--- config.mk ---
export PLATFORM = sky130hd
export DESIGN_NAME = axdr_value_stream_parser_unit
export DESIGN_NICKNAME = d
export VERILOG_FILES = /design/src/rtl/avsp_pkg.sv /design/src/rtl/axdr_value_stream_parser_unit.sv /design/src/rtl/avsp_count_stack.sv /design/src/rtl/avsp_parser_core.sv
export SDC_FILE = /design/constraint.sdc
export NUM_CORES = 1
export LEC_CHECK = 0
export BUFFER_PORTS_ARGS = -buffer_cell sky130_fd_sc_hd__buf_2
export CAP_MARGIN = 20
export CORE_MARGIN = 2
export CORE_UTILIZATION = 35
export CTS_CLUSTER_DIAMETER = 30
export CTS_CLUSTER_SIZE = 28
export DETAILED_ROUTE_END_ITERATION = 16
export PLACE_DENSITY_LB_ADDON = 0.1
export SLEW_MARGIN = 20
export SYNTH_ARGS = -nofsm -noshare
export SYNTH_HDL_FRONTEND = slang
export SYNTH_SLANG_ARGS = --single-unit
--- constraint.sdc ---
create_clock -name aclk -period 12.83 [get_ports aclk]
set_input_delay 1.283 -clock aclk [delete_from_list [all_inputs] [get_ports aclk]]
set_output_delay 1.283 -clock aclk [all_outputs]
set_load 0.03 [all_outputs]
--- src/rtl/avsp_pkg.sv ---
// Shared types, tag codes and decode helpers of the A-XDR value stream parser.
package avsp_pkg;

    localparam int MAX_DEPTH_DEF = 8;
    localparam int STRING_MAX    = 64;
    // Number of string bytes kept and reported for a top-level string.
    localparam logic [15:0] STR_KEEP = 16'(STRING_MAX - 1);

    localparam int TDATA_W = 136;
    localparam int RES_W   = 132;

    // A-XDR type tags.
    localparam logic [7:0] TAG_NULL     = 8'h00;
    localparam logic [7:0] TAG_ARRAY    = 8'h01;
    localparam logic [7:0] TAG_STRUCT   = 8'h02;
    localparam logic [7:0] TAG_BOOL     = 8'h03;
    localparam logic [7:0] TAG_DLONG    = 8'h05;
    localparam logic [7:0] TAG_DLONG_U  = 8'h06;
    localparam logic [7:0] TAG_OCTET    = 8'h09;
    localparam logic [7:0] TAG_VISIBLE  = 8'h0A;
    localparam logic [7:0] TAG_UTF8     = 8'h0C;
    localparam logic [7:0] TAG_INT      = 8'h0F;
    localparam logic [7:0] TAG_LONG     = 8'h10;
    localparam logic [7:0] TAG_UNSIGNED = 8'h11;
    localparam logic [7:0] TAG_LONG_U   = 8'h12;
    localparam logic [7:0] TAG_LONG64   = 8'h14;
    localparam logic [7:0] TAG_LONG64_U = 8'h15;
    localparam logic [7:0] TAG_ENUM     = 8'h16;
    localparam logic [7:0] TAG_FLOAT32  = 8'h17;
    localparam logic [7:0] TAG_FLOAT64  = 8'h18;

    // Long length forms: one or two length bytes follow.
    localparam logic [7:0] LEN_LONG1 = 8'h81;
    localparam logic [7:0] LEN_LONG2 = 8'h82;

    typedef enum logic [2:0] {
        PH_TAG,
        PH_SLEN,
        PH_SEXT,
        PH_ALEN,
        PH_AEXT,
        PH_FIX,
        PH_STR
    } phase_t;

    typedef enum logic [2:0] {
        ST_OK       = 3'd0,
        ST_TRUNC    = 3'd1,
        ST_BAD_LEN  = 3'd2,
        ST_BAD_TAG  = 3'd3,
        ST_TOO_DEEP = 3'd4
    } status_t;

    typedef struct packed {
        logic [7:0]  type_tag;
        logic [63:0] value_bits;
        logic [7:0]  str_byte;
        logic        str_byte_valid;
        logic [15:0] string_length;
        logic [31:0] bytes_used;
        logic        value_done;
        status_t     status;
    } result_t;

    // Payload size in bytes of a fixed-size scalar, zero for other tags.
    function automatic logic [3:0] fixed_size(input logic [7:0] tag);
        logic [3:0] n;
        unique case (tag) inside
            TAG_BOOL, TAG_INT, TAG_UNSIGNED, TAG_ENUM:   n = 4'd1;
            TAG_LONG, TAG_LONG_U:                        n = 4'd2;
            TAG_DLONG, TAG_DLONG_U, TAG_FLOAT32:         n = 4'd4;
            TAG_LONG64, TAG_LONG64_U, TAG_FLOAT64:       n = 4'd8;
            default:                                     n = 4'd0;
        endcase
        return n;
    endfunction

    function automatic logic is_string_tag(input logic [7:0] tag);
        return (tag == TAG_OCTET) || (tag == TAG_VISIBLE) || (tag == TAG_UTF8);
    endfunction

    // Sign extension for the signed scalars narrower than 64 bits.
    function automatic logic [63:0] extend_value(input logic [7:0] tag,
                                                 input logic [63:0] v);
        logic [63:0] r;
        unique case (tag)
            TAG_INT:   r = {{56{v[7]}}, v[7:0]};
            TAG_LONG:  r = {{48{v[15]}}, v[15:0]};
            TAG_DLONG: r = {{32{v[31]}}, v[31:0]};
            default:   r = v;
        endcase
        return r;
    endfunction

endpackage

--- src/rtl/axdr_value_stream_parser_unit.sv ---
// Top level of the A-XDR value stream parser: stream ports, item registers, checks.
//
// Each frame on the input stream carries one A-XDR encoded value, one byte
// per item, with s_tlast on the last byte. The parser reads the type tag and
// the length, decodes fixed-size scalars, copies the leading bytes of a
// top-level string and walks nested arrays and structures without output.
// A result item goes out for every copied string byte, for the byte that
// completes the value, for an error and for a frame cut short. Bytes after a
// completed value or an error give no result up to the end of the frame.
// After the input accept the byte waits in the input register and then passes
// through the decode step into the output register, which drives m_tvalid.
// A new byte is taken every cycle while the receiver does not stall; the rate
// is set by the single decode step between the two registers, including the
// pop search over the count stack.
// When the receiver stalls, the output register holds its item and the input
// register takes one more byte before s_tready falls.
// Reset (synchronous, aresetn low) empties both registers and returns the
// parser to expecting a type tag; the count stack needs no clearing.
module axdr_value_stream_parser_unit #(
    parameter int MAX_DEPTH = avsp_pkg::MAX_DEPTH_DEF
) (
    input  logic                         aclk,
    input  logic                         aresetn,
    input  logic                         s_tvalid,
    output logic                         s_tready,
    input  logic [7:0]                   s_tdata,   // data_byte
    input  logic                         s_tlast,   // frame_end
    output logic                         m_tvalid,
    input  logic                         m_tready,
    // type_tag[7:0], value_bits[71:8], str_byte[79:72], string_length[95:80],
    // bytes_used[127:96], value_done[128], status[131:129], zero fill above
    output logic [avsp_pkg::TDATA_W-1:0] m_tdata,
    output logic                         m_tuser    // str_byte_valid
);

    logic              in_valid_reg;
    logic [7:0]        in_byte_reg;
    logic              in_last_reg;
    logic              core_fire;
    logic              res_valid;
    avsp_pkg::result_t res;
    logic              m_valid_reg;
    avsp_pkg::result_t m_res_reg;

    assign core_fire = in_valid_reg && (!m_valid_reg || m_tready);
    assign s_tready  = !in_valid_reg || core_fire;

    always_ff @(posedge aclk) begin
        if (!aresetn) begin
            in_valid_reg <= 1'b0;
        end else if (s_tready) begin
            in_valid_reg <= s_tvalid;
        end
    end

    always_ff @(posedge aclk) begin
        if (s_tvalid && s_tready) begin
            in_byte_reg <= s_tdata;
            in_last_reg <= s_tlast;
        end
    end

    avsp_parser_core #(
        .MAX_DEPTH (MAX_DEPTH)
    ) u_core (
        .aclk      (aclk),
        .aresetn   (aresetn),
        .fire      (core_fire),
        .data_byte (in_byte_reg),
        .frame_end (in_last_reg),
        .res_valid (res_valid),
        .res       (res)
    );

    always_ff @(posedge aclk) begin
        if (!aresetn) begin
            m_valid_reg <= 1'b0;
        end else if (core_fire && res_valid) begin
            m_valid_reg <= 1'b1;
        end else if (m_tready) begin
            m_valid_reg <= 1'b0;
        end
    end

    always_ff @(posedge aclk) begin
        if (core_fire && res_valid) begin
            m_res_reg <= res;
        end
    end

    assign m_tvalid = m_valid_reg;
    assign m_tuser  = m_res_reg.str_byte_valid;
    assign m_tdata  = {{(avsp_pkg::TDATA_W - avsp_pkg::RES_W){1'b0}},
                       m_res_reg.status,
                       m_res_reg.value_done,
                       m_res_reg.bytes_used,
                       m_res_reg.string_length,
                       m_res_reg.str_byte,
                       m_res_reg.value_bits,
                       m_res_reg.type_tag};

    // A byte waiting in the input register is neither lost nor altered.
    a_in_hold: assert property (@(posedge aclk) disable iff (!aresetn)
        in_valid_reg && !core_fire |=> in_valid_reg && $stable(in_byte_reg))
        else $error("input item lost while the decode step was stalled");

    // An accepted byte always lands in the input register.
    a_in_load: assert property (@(posedge aclk) disable iff (!aresetn)
        s_tvalid && s_tready |=> in_valid_reg)
        else $error("accepted input item not registered");

    // A completed value never carries an error code.
    a_done_ok: assert property (@(posedge aclk) disable iff (!aresetn)
        m_valid_reg && m_res_reg.value_done |-> m_res_reg.status == avsp_pkg::ST_OK)
        else $error("completed value reported with an error status");

    // Copied string bytes are only sent on results without an error.
    a_str_ok: assert property (@(posedge aclk) disable iff (!aresetn)
        m_valid_reg && m_res_reg.str_byte_valid |-> m_res_reg.status == avsp_pkg::ST_OK)
        else $error("string byte sent on an error result");

endmodule

--- src/rtl/avsp_count_stack.sv ---
// Stack of remaining element counts for nested arrays and structures.
module avsp_count_stack #(
    parameter int MAX_DEPTH = avsp_pkg::MAX_DEPTH_DEF,
    localparam int LVL_W = $clog2(MAX_DEPTH + 1),
    localparam int IDX_W = (MAX_DEPTH > 1) ? $clog2(MAX_DEPTH) : 1
) (
    input  logic             aclk,
    input  logic             aresetn,
    input  logic             clear,
    input  logic             push,
    input  logic             pop,
    input  logic [15:0]      push_count,
    output logic [LVL_W-1:0] level,
    output logic             pop_done
);

    logic [15:0]      count_reg [MAX_DEPTH];
    logic [LVL_W-1:0] level_reg;
    logic [LVL_W-1:0] level_next;
    logic             hit;
    logic [IDX_W-1:0] hit_idx;

    // Finishing an element pops every level whose count runs out; the deepest
    // level that still holds more than one element is the one that survives.
    always_comb begin
        hit     = 1'b0;
        hit_idx = '0;
        for (int i = 0; i < MAX_DEPTH; i++) begin
            if ((i < int'(level_reg)) && (count_reg[i] != 16'd1)) begin
                hit     = 1'b1;
                hit_idx = IDX_W'(i);
            end
        end
    end

    assign pop_done = !hit;
    assign level    = level_reg;

    always_comb begin
        level_next = level_reg;
        if (clear) begin
            level_next = '0;
        end else if (push) begin
            level_next = level_reg + LVL_W'(1);
        end else if (pop) begin
            level_next = hit ? (LVL_W'(hit_idx) + LVL_W'(1)) : '0;
        end
    end

    always_ff @(posedge aclk) begin
        if (!aresetn) begin
            level_reg <= '0;
        end else begin
            level_reg <= level_next;
        end
    end

    always_ff @(posedge aclk) begin
        if (push && !clear) begin
            count_reg[level_reg[IDX_W-1:0]] <= push_count;
        end else if (pop && !clear && hit) begin
            count_reg[hit_idx] <= count_reg[hit_idx] - 16'd1;
        end
    end

endmodule

--- src/rtl/avsp_parser_core.sv ---
// Byte-wide parser state and the per-item decode step.
module avsp_parser_core #(
    parameter int MAX_DEPTH = avsp_pkg::MAX_DEPTH_DEF,
    localparam int LVL_W = $clog2(MAX_DEPTH + 1)
) (
    input  logic              aclk,
    input  logic              aresetn,
    input  logic              fire,
    input  logic [7:0]        data_byte,
    input  logic              frame_end,
    output logic              res_valid,
    output avsp_pkg::result_t res
);

    avsp_pkg::phase_t phase_reg, phase_next;
    logic [63:0] value_reg, value_next;
    logic [15:0] pending_reg, pending_next;
    logic [15:0] length_reg, length_next;
    logic [7:0]  tag_reg, tag_next;
    logic [31:0] consumed_reg, consumed_next;
    logic        finished_reg, finished_next;

    logic [LVL_W-1:0] level;
    logic             pop_done;
    logic             push, pop, restart;
    logic             len_req, len_is_str, done, sv;
    logic [3:0]       fsize;
    logic [15:0]      str_idx;
    avsp_pkg::status_t err;

    avsp_count_stack #(
        .MAX_DEPTH (MAX_DEPTH)
    ) u_stack (
        .aclk       (aclk),
        .aresetn    (aresetn),
        .clear      (fire && restart),
        .push       (fire && push),
        .pop        (fire && pop),
        .push_count (length_next),
        .level      (level),
        .pop_done   (pop_done)
    );

    assign fsize   = avsp_pkg::fixed_size(data_byte);
    assign str_idx = length_reg - pending_reg;

    // Next state of the parser. The end of a frame returns the registers to
    // their reset values only after the result of the byte has been formed.
    always_comb begin
        phase_next    = phase_reg;
        value_next    = value_reg;
        pending_next  = pending_reg;
        length_next   = length_reg;
        tag_next      = tag_reg;
        consumed_next = consumed_reg;
        finished_next = finished_reg;
        push          = 1'b0;
        pop           = 1'b0;
        restart       = 1'b0;
        len_req       = 1'b0;
        done          = 1'b0;
        sv            = 1'b0;
        err           = avsp_pkg::ST_OK;
        len_is_str    = (phase_reg == avsp_pkg::PH_SLEN) || (phase_reg == avsp_pkg::PH_SEXT);

        if (finished_reg) begin
            restart = frame_end;
        end else begin
            if (consumed_reg != 32'hFFFF_FFFF) begin
                consumed_next = consumed_reg + 32'd1;
            end
            unique case (phase_reg)
                avsp_pkg::PH_TAG: begin
                    if (level == '0) begin
                        tag_next   = data_byte;
                        value_next = '0;
                    end
                    if (data_byte == avsp_pkg::TAG_NULL) begin
                        pop = 1'b1;
                    end else if (fsize != 4'd0) begin
                        phase_next   = avsp_pkg::PH_FIX;
                        pending_next = {12'd0, fsize};
                    end else if (avsp_pkg::is_string_tag(data_byte)) begin
                        phase_next = avsp_pkg::PH_SLEN;
                    end else if ((data_byte == avsp_pkg::TAG_ARRAY) ||
                                 (data_byte == avsp_pkg::TAG_STRUCT)) begin
                        phase_next = avsp_pkg::PH_ALEN;
                    end else begin
                        err = avsp_pkg::ST_BAD_TAG;
                    end
                end
                avsp_pkg::PH_SLEN, avsp_pkg::PH_ALEN: begin
                    if (!data_byte[7]) begin
                        length_next = {8'd0, data_byte};
                        len_req     = 1'b1;
                    end else if ((data_byte == avsp_pkg::LEN_LONG1) ||
                                 (data_byte == avsp_pkg::LEN_LONG2)) begin
                        length_next  = '0;
                        pending_next = (data_byte == avsp_pkg::LEN_LONG1) ? 16'd1 : 16'd2;
                        phase_next   = len_is_str ? avsp_pkg::PH_SEXT : avsp_pkg::PH_AEXT;
                    end else begin
                        err = avsp_pkg::ST_BAD_LEN;
                    end
                end
                avsp_pkg::PH_SEXT, avsp_pkg::PH_AEXT: begin
                    length_next  = {length_reg[7:0], data_byte};
                    pending_next = pending_reg - 16'd1;
                    len_req      = (pending_next == 16'd0);
                end
                avsp_pkg::PH_FIX: begin
                    if (level == '0) begin
                        value_next = {value_reg[55:0], data_byte};
                    end
                    pending_next = pending_reg - 16'd1;
                    pop          = (pending_next == 16'd0);
                end
                avsp_pkg::PH_STR: begin
                    sv           = (level == '0) && (str_idx < avsp_pkg::STR_KEEP);
                    pending_next = pending_reg - 16'd1;
                    pop          = (pending_next == 16'd0);
                end
                default: begin
                    err = avsp_pkg::ST_BAD_TAG;
                end
            endcase

            // A complete length opens a string body, a nested level, or ends
            // an empty element straight away.
            if (len_req) begin
                if (length_next == 16'd0) begin
                    pop = 1'b1;
                end else if (len_is_str) begin
                    phase_next   = avsp_pkg::PH_STR;
                    pending_next = length_next;
                end else if (level >= LVL_W'(MAX_DEPTH)) begin
                    err = avsp_pkg::ST_TOO_DEEP;
                end else begin
                    push       = 1'b1;
                    phase_next = avsp_pkg::PH_TAG;
                end
            end

            if (pop) begin
                phase_next = avsp_pkg::PH_TAG;
                done       = pop_done;
            end

            if ((err != avsp_pkg::ST_OK) || done) begin
                finished_next = 1'b1;
            end
            restart = frame_end;
        end
    end

    // Result of the current item.
    always_comb begin
        res            = '0;
        res_valid      = 1'b0;
        res.type_tag   = tag_next;
        res.bytes_used = consumed_next;
        if (finished_reg) begin
            res_valid = 1'b0;
            res       = '0;
        end else if (err != avsp_pkg::ST_OK) begin
            res_valid  = 1'b1;
            res.status = err;
        end else if (done) begin
            res_valid          = 1'b1;
            res.value_bits     = avsp_pkg::extend_value(tag_next, value_next);
            res.str_byte       = sv ? data_byte : 8'd0;
            res.str_byte_valid = sv;
            if (avsp_pkg::is_string_tag(tag_next)) begin
                res.string_length = (length_next < avsp_pkg::STR_KEEP) ?
                                    length_next : avsp_pkg::STR_KEEP;
            end
            res.value_done = 1'b1;
        end else if (frame_end) begin
            res_valid  = 1'b1;
            res.status = avsp_pkg::ST_TRUNC;
        end else if (sv) begin
            res_valid          = 1'b1;
            res.str_byte       = data_byte;
            res.str_byte_valid = 1'b1;
        end
    end

    always_ff @(posedge aclk) begin
        if (!aresetn) begin
            phase_reg    <= avsp_pkg::PH_TAG;
            value_reg    <= '0;
            pending_reg  <= '0;
            length_reg   <= '0;
            tag_reg      <= '0;
            consumed_reg <= '0;
            finished_reg <= 1'b0;
        end else if (fire) begin
            if (restart) begin
                phase_reg    <= avsp_pkg::PH_TAG;
                value_reg    <= '0;
                pending_reg  <= '0;
                length_reg   <= '0;
                tag_reg      <= '0;
                consumed_reg <= '0;
                finished_reg <= 1'b0;
            end else begin
                phase_reg    <= phase_next;
                value_reg    <= value_next;
                pending_reg  <= pending_next;
                length_reg   <= length_next;
                tag_reg      <= tag_next;
                consumed_reg <= consumed_next;
                finished_reg <= finished_next;
            end
        end
    end

endmodule

==> impl_metrics.env <==
export IMPL_grt_pass1_wl_um=103000
export IMPL_synth_xor_area_share=0.0277
export IMPL_syn_area_um2=21500
export IMPL_synth_edff_count=270
export IMPL_worstSetupPathType="register to register"
export IMPL_cp_max_fo=63
export IMPL_clock_sinks=416
export IMPL_r2r_end="m_tdata[52]"
export IMPL_grt_pass1_vias=17334
export IMPL_avgSynthCellArea_um2=9.66
export IMPL_fin_skew_ps=29.2
export IMPL_grt_max_degree=87
export IMPL_insertion_delay_ps=650
export IMPL_gp_congestion=0.909
export IMPL_dp_hpwl_um=45500
export IMPL_clk_pin_slew_ps=50
export IMPL_hp_class="register to register"
export IMPL_synth_seq_cells=416
export IMPL_largest_reg_flops=132
export IMPL_mostFrequentLayoutCell="edfxtp_1"
export IMPL_io_buffer_count=147
export IMPL_die_y_um=252
export IMPL_post_cts_resized=0
export IMPL_ys_types=89
export IMPL_period_needed_ps=5710
export IMPL_rsz0062_at_grt="no"
export IMPL_period_share=0.445
export IMPL_n_antenna_cell=0
export IMPL_ctsHtreeMaxLevel=3
export IMPL_crit_path_end_kind="register"
export IMPL_cts_tree="yes"
export IMPL_holdBufCountCts=0
export IMPL_required_ps=13100
export IMPL_dpl_cell_area_um2=23000
export IMPL_finish_instance_area_um2=26800
export IMPL_critPathArrivalTime_ps=5980
export IMPL_drt_wirelength_per_cell_um=20.9
export IMPL_slew_viol_final=0
export IMPL_final_setup_tns_ps=0
export IMPL_min_path_cells=2
export IMPL_vias_per_cell=5.46
export IMPL_fin_ws_ps=7120
export IMPL_ios=152
export IMPL_cts_root_buf="clkbuf_16"
export IMPL_muxShareOfSynthArea=0.0214
export IMPL_postRouteAntennaNets=0
export IMPL_antenna_found_initial=1
export IMPL_placementRows=90
export IMPL_total_power_mw=4.44
export IMPL_grt_overflow_total=0
export IMPL_hold_end="u_core.consumed_reg[15]"
export IMPL_critPathLaunchType="register"
export IMPL_setup_viol_count_final=0
export IMPL_grtUsageTotal=0.210
export IMPL_drv_cap=0
export IMPL_yosys_area_share_simple=0.214
export IMPL_synth_async_reset_ratio=0
export IMPL_dp_slack_ps=7090
export IMPL_timing_hold_ws_ps=523
export IMPL_ir_worst_vdd_v=0.000116
export IMPL_synth_fa_ha_area_frac=0.0137
export IMPL_layout_common_cells="270 x edfxtp_1, 222 x nor2_1, 185 x nand2_1"
export IMPL_tightest_slew_ps=1080
export IMPL_fmax_mhz=175
export IMPL_r2r_start="u_core.u_stack.count_reg[7][1]"
export IMPL_post_cts_buffers=0
export IMPL_clockBufferDepth=3
export IMPL_synth_compound_area_share=0.173
export IMPL_nets=2407
export IMPL_area_growth_pct=24.7
export IMPL_synth_top_family_by_area="simple AND/OR/NAND/NOR gates"
export IMPL_r2r_setup_slack_ps=7120
export IMPL_vias=17713
export IMPL_syn_inst=2228
export IMPL_powerDensity_nw_per_um2=165
export IMPL_status="completed"
export IMPL_drive_gt1_frac=0.172
export IMPL_ys_seq_area_frac=0.513
export IMPL_slew_headroom=0.279
export IMPL_cts_buffers_inserted=105
export IMPL_leakage_nw=9.17
export IMPL_drc_errors=0
export IMPL_hp_start="u_core.consumed_reg[15]"
export IMPL_die_w_um=252
export IMPL_drt_pre_antenna_iters=7
export IMPL_synth_warnings=0
export IMPL_core_um2=60600
export IMPL_drt_iter0_drc=1494
export IMPL_final_hold_violation_count=0
export IMPL_rr_worst_depth=11
export IMPL_initial_core_util=0.355
export IMPL_die_area_um2=63500
export IMPL_synthFlopType="edfxtp_1"
export IMPL_wirelength_um=68000
-- synth_stat cells, types with 11 or more instances --
cell type	count	share of area
mux2i_1	37	0.017
o21ai_0	122	0.028
dfxtp_1	146	0.14
clkbuf_1	119	0.021
a21oi_1	169	0.039
buf_2	22	0.0051
edfxtp_1	270	0.38
nand2_1	187	0.033
a211oi_1	14	0.0049
nand3_1	50	0.012
nand2b_1	12	0.0035
nor4_1	39	0.011
a21boi_0	16	0.0056
nor2_1	227	0.040
xnor2_1	41	0.017
o21a_1	35	0.012
nand4_1	22	0.0064
or3_1	16	0.0047
ha_1	22	0.013
and3_1	45	0.013
a22o_1	18	0.0073
a221oi_1	15	0.0061
nor2b_1	101	0.029
and2_1	57	0.017
buf_1	11	0.0019
a22oi_1	72	0.025
a31oi_1	22	0.0064
xor2_1	27	0.011
nor3_1	90	0.021
a21o_1	15	0.0052
inv_1	39	0.0068
-- metrics by stage --
step	utilization	cells
after floorplan	-	2241
after global placement	0.379	3045
after detailed placement	0.379	3046
after CTS	0.443	3246
after global routing	0.443	3246
final	0.443	3246
-- layer usage --
layer,global-route usage,part of all wire
met1,0.291,0.46
met5,0,0
met2,0.332,0.46
met4,0.0604,0.022
met3,0.0434,0.055
-- where the power goes --
part           switching (mW)  total, mW  internal [mW]
registers              0.0157       1.46           1.45
clock network           0.874       2.80           1.92
logic                   0.133      0.173         0.0399
total                    1.02       4.44           3.41
-- worst max-delay path by stage --
stage	startpoint	end	slack, ps	depth (start not counted)
floorplan	u_core.u_stack.count_reg[7][1]	m_tdata[0]	3050	9
global placement	u_core.u_stack.count_reg[7][1]	m_tdata[105]	6700	11
detailed placement	u_core.u_stack.level[3]	m_tdata[103]	7090	12
CTS	u_core.u_stack.level[3]	m_tdata[48]	7060	12
global route	u_core.u_stack.level[3]	m_tdata[51]	6590	12
finish	u_core.u_stack.count_reg[7][1]	m_tdata[52]	7120	11
-- area by class of cell --
| type | count | area (um2) |
|---|---|---|
| Clock buffer | 123 | 2740 |
| Clock inverter | 77 | 1100 |
| Fill cell | 5795 | 33800 |
| Inverter | 40 | 150 |
| Multi-Input combinational cell | 1624 | 9790 |
| Sequential cell | 416 | 11000 |
| Tap cell | 782 | 978 |
| Timing Repair Buffer | 184 | 1040 |
-- logic make-up after synthesis --
| kind of cell | after synthesis |
|---|---|
| AOI/OAI and AO/OA | 573 |
| xor gates and xnor gates | 68 |
| adders and majority gates | 23 |
| buffers and inverters | 201 |
| DFF | 416 |
| muxes | 45 |
| other | 1 |
| and+or+nand+nor | 901 |
-- critical path: stages (launching register included) --
cell      delay [ps]
edfxtp_1         390
or4b_4           590
o41ai_4          610
nand3_1          490
nor2_1           360
nand3_1          300
or2_2            390
or3b_2           210
nor2_1            60
a21oi_4          520
buf_4            620
buf_4            750
No activity file was read; power rests on OpenSTA's default activity.
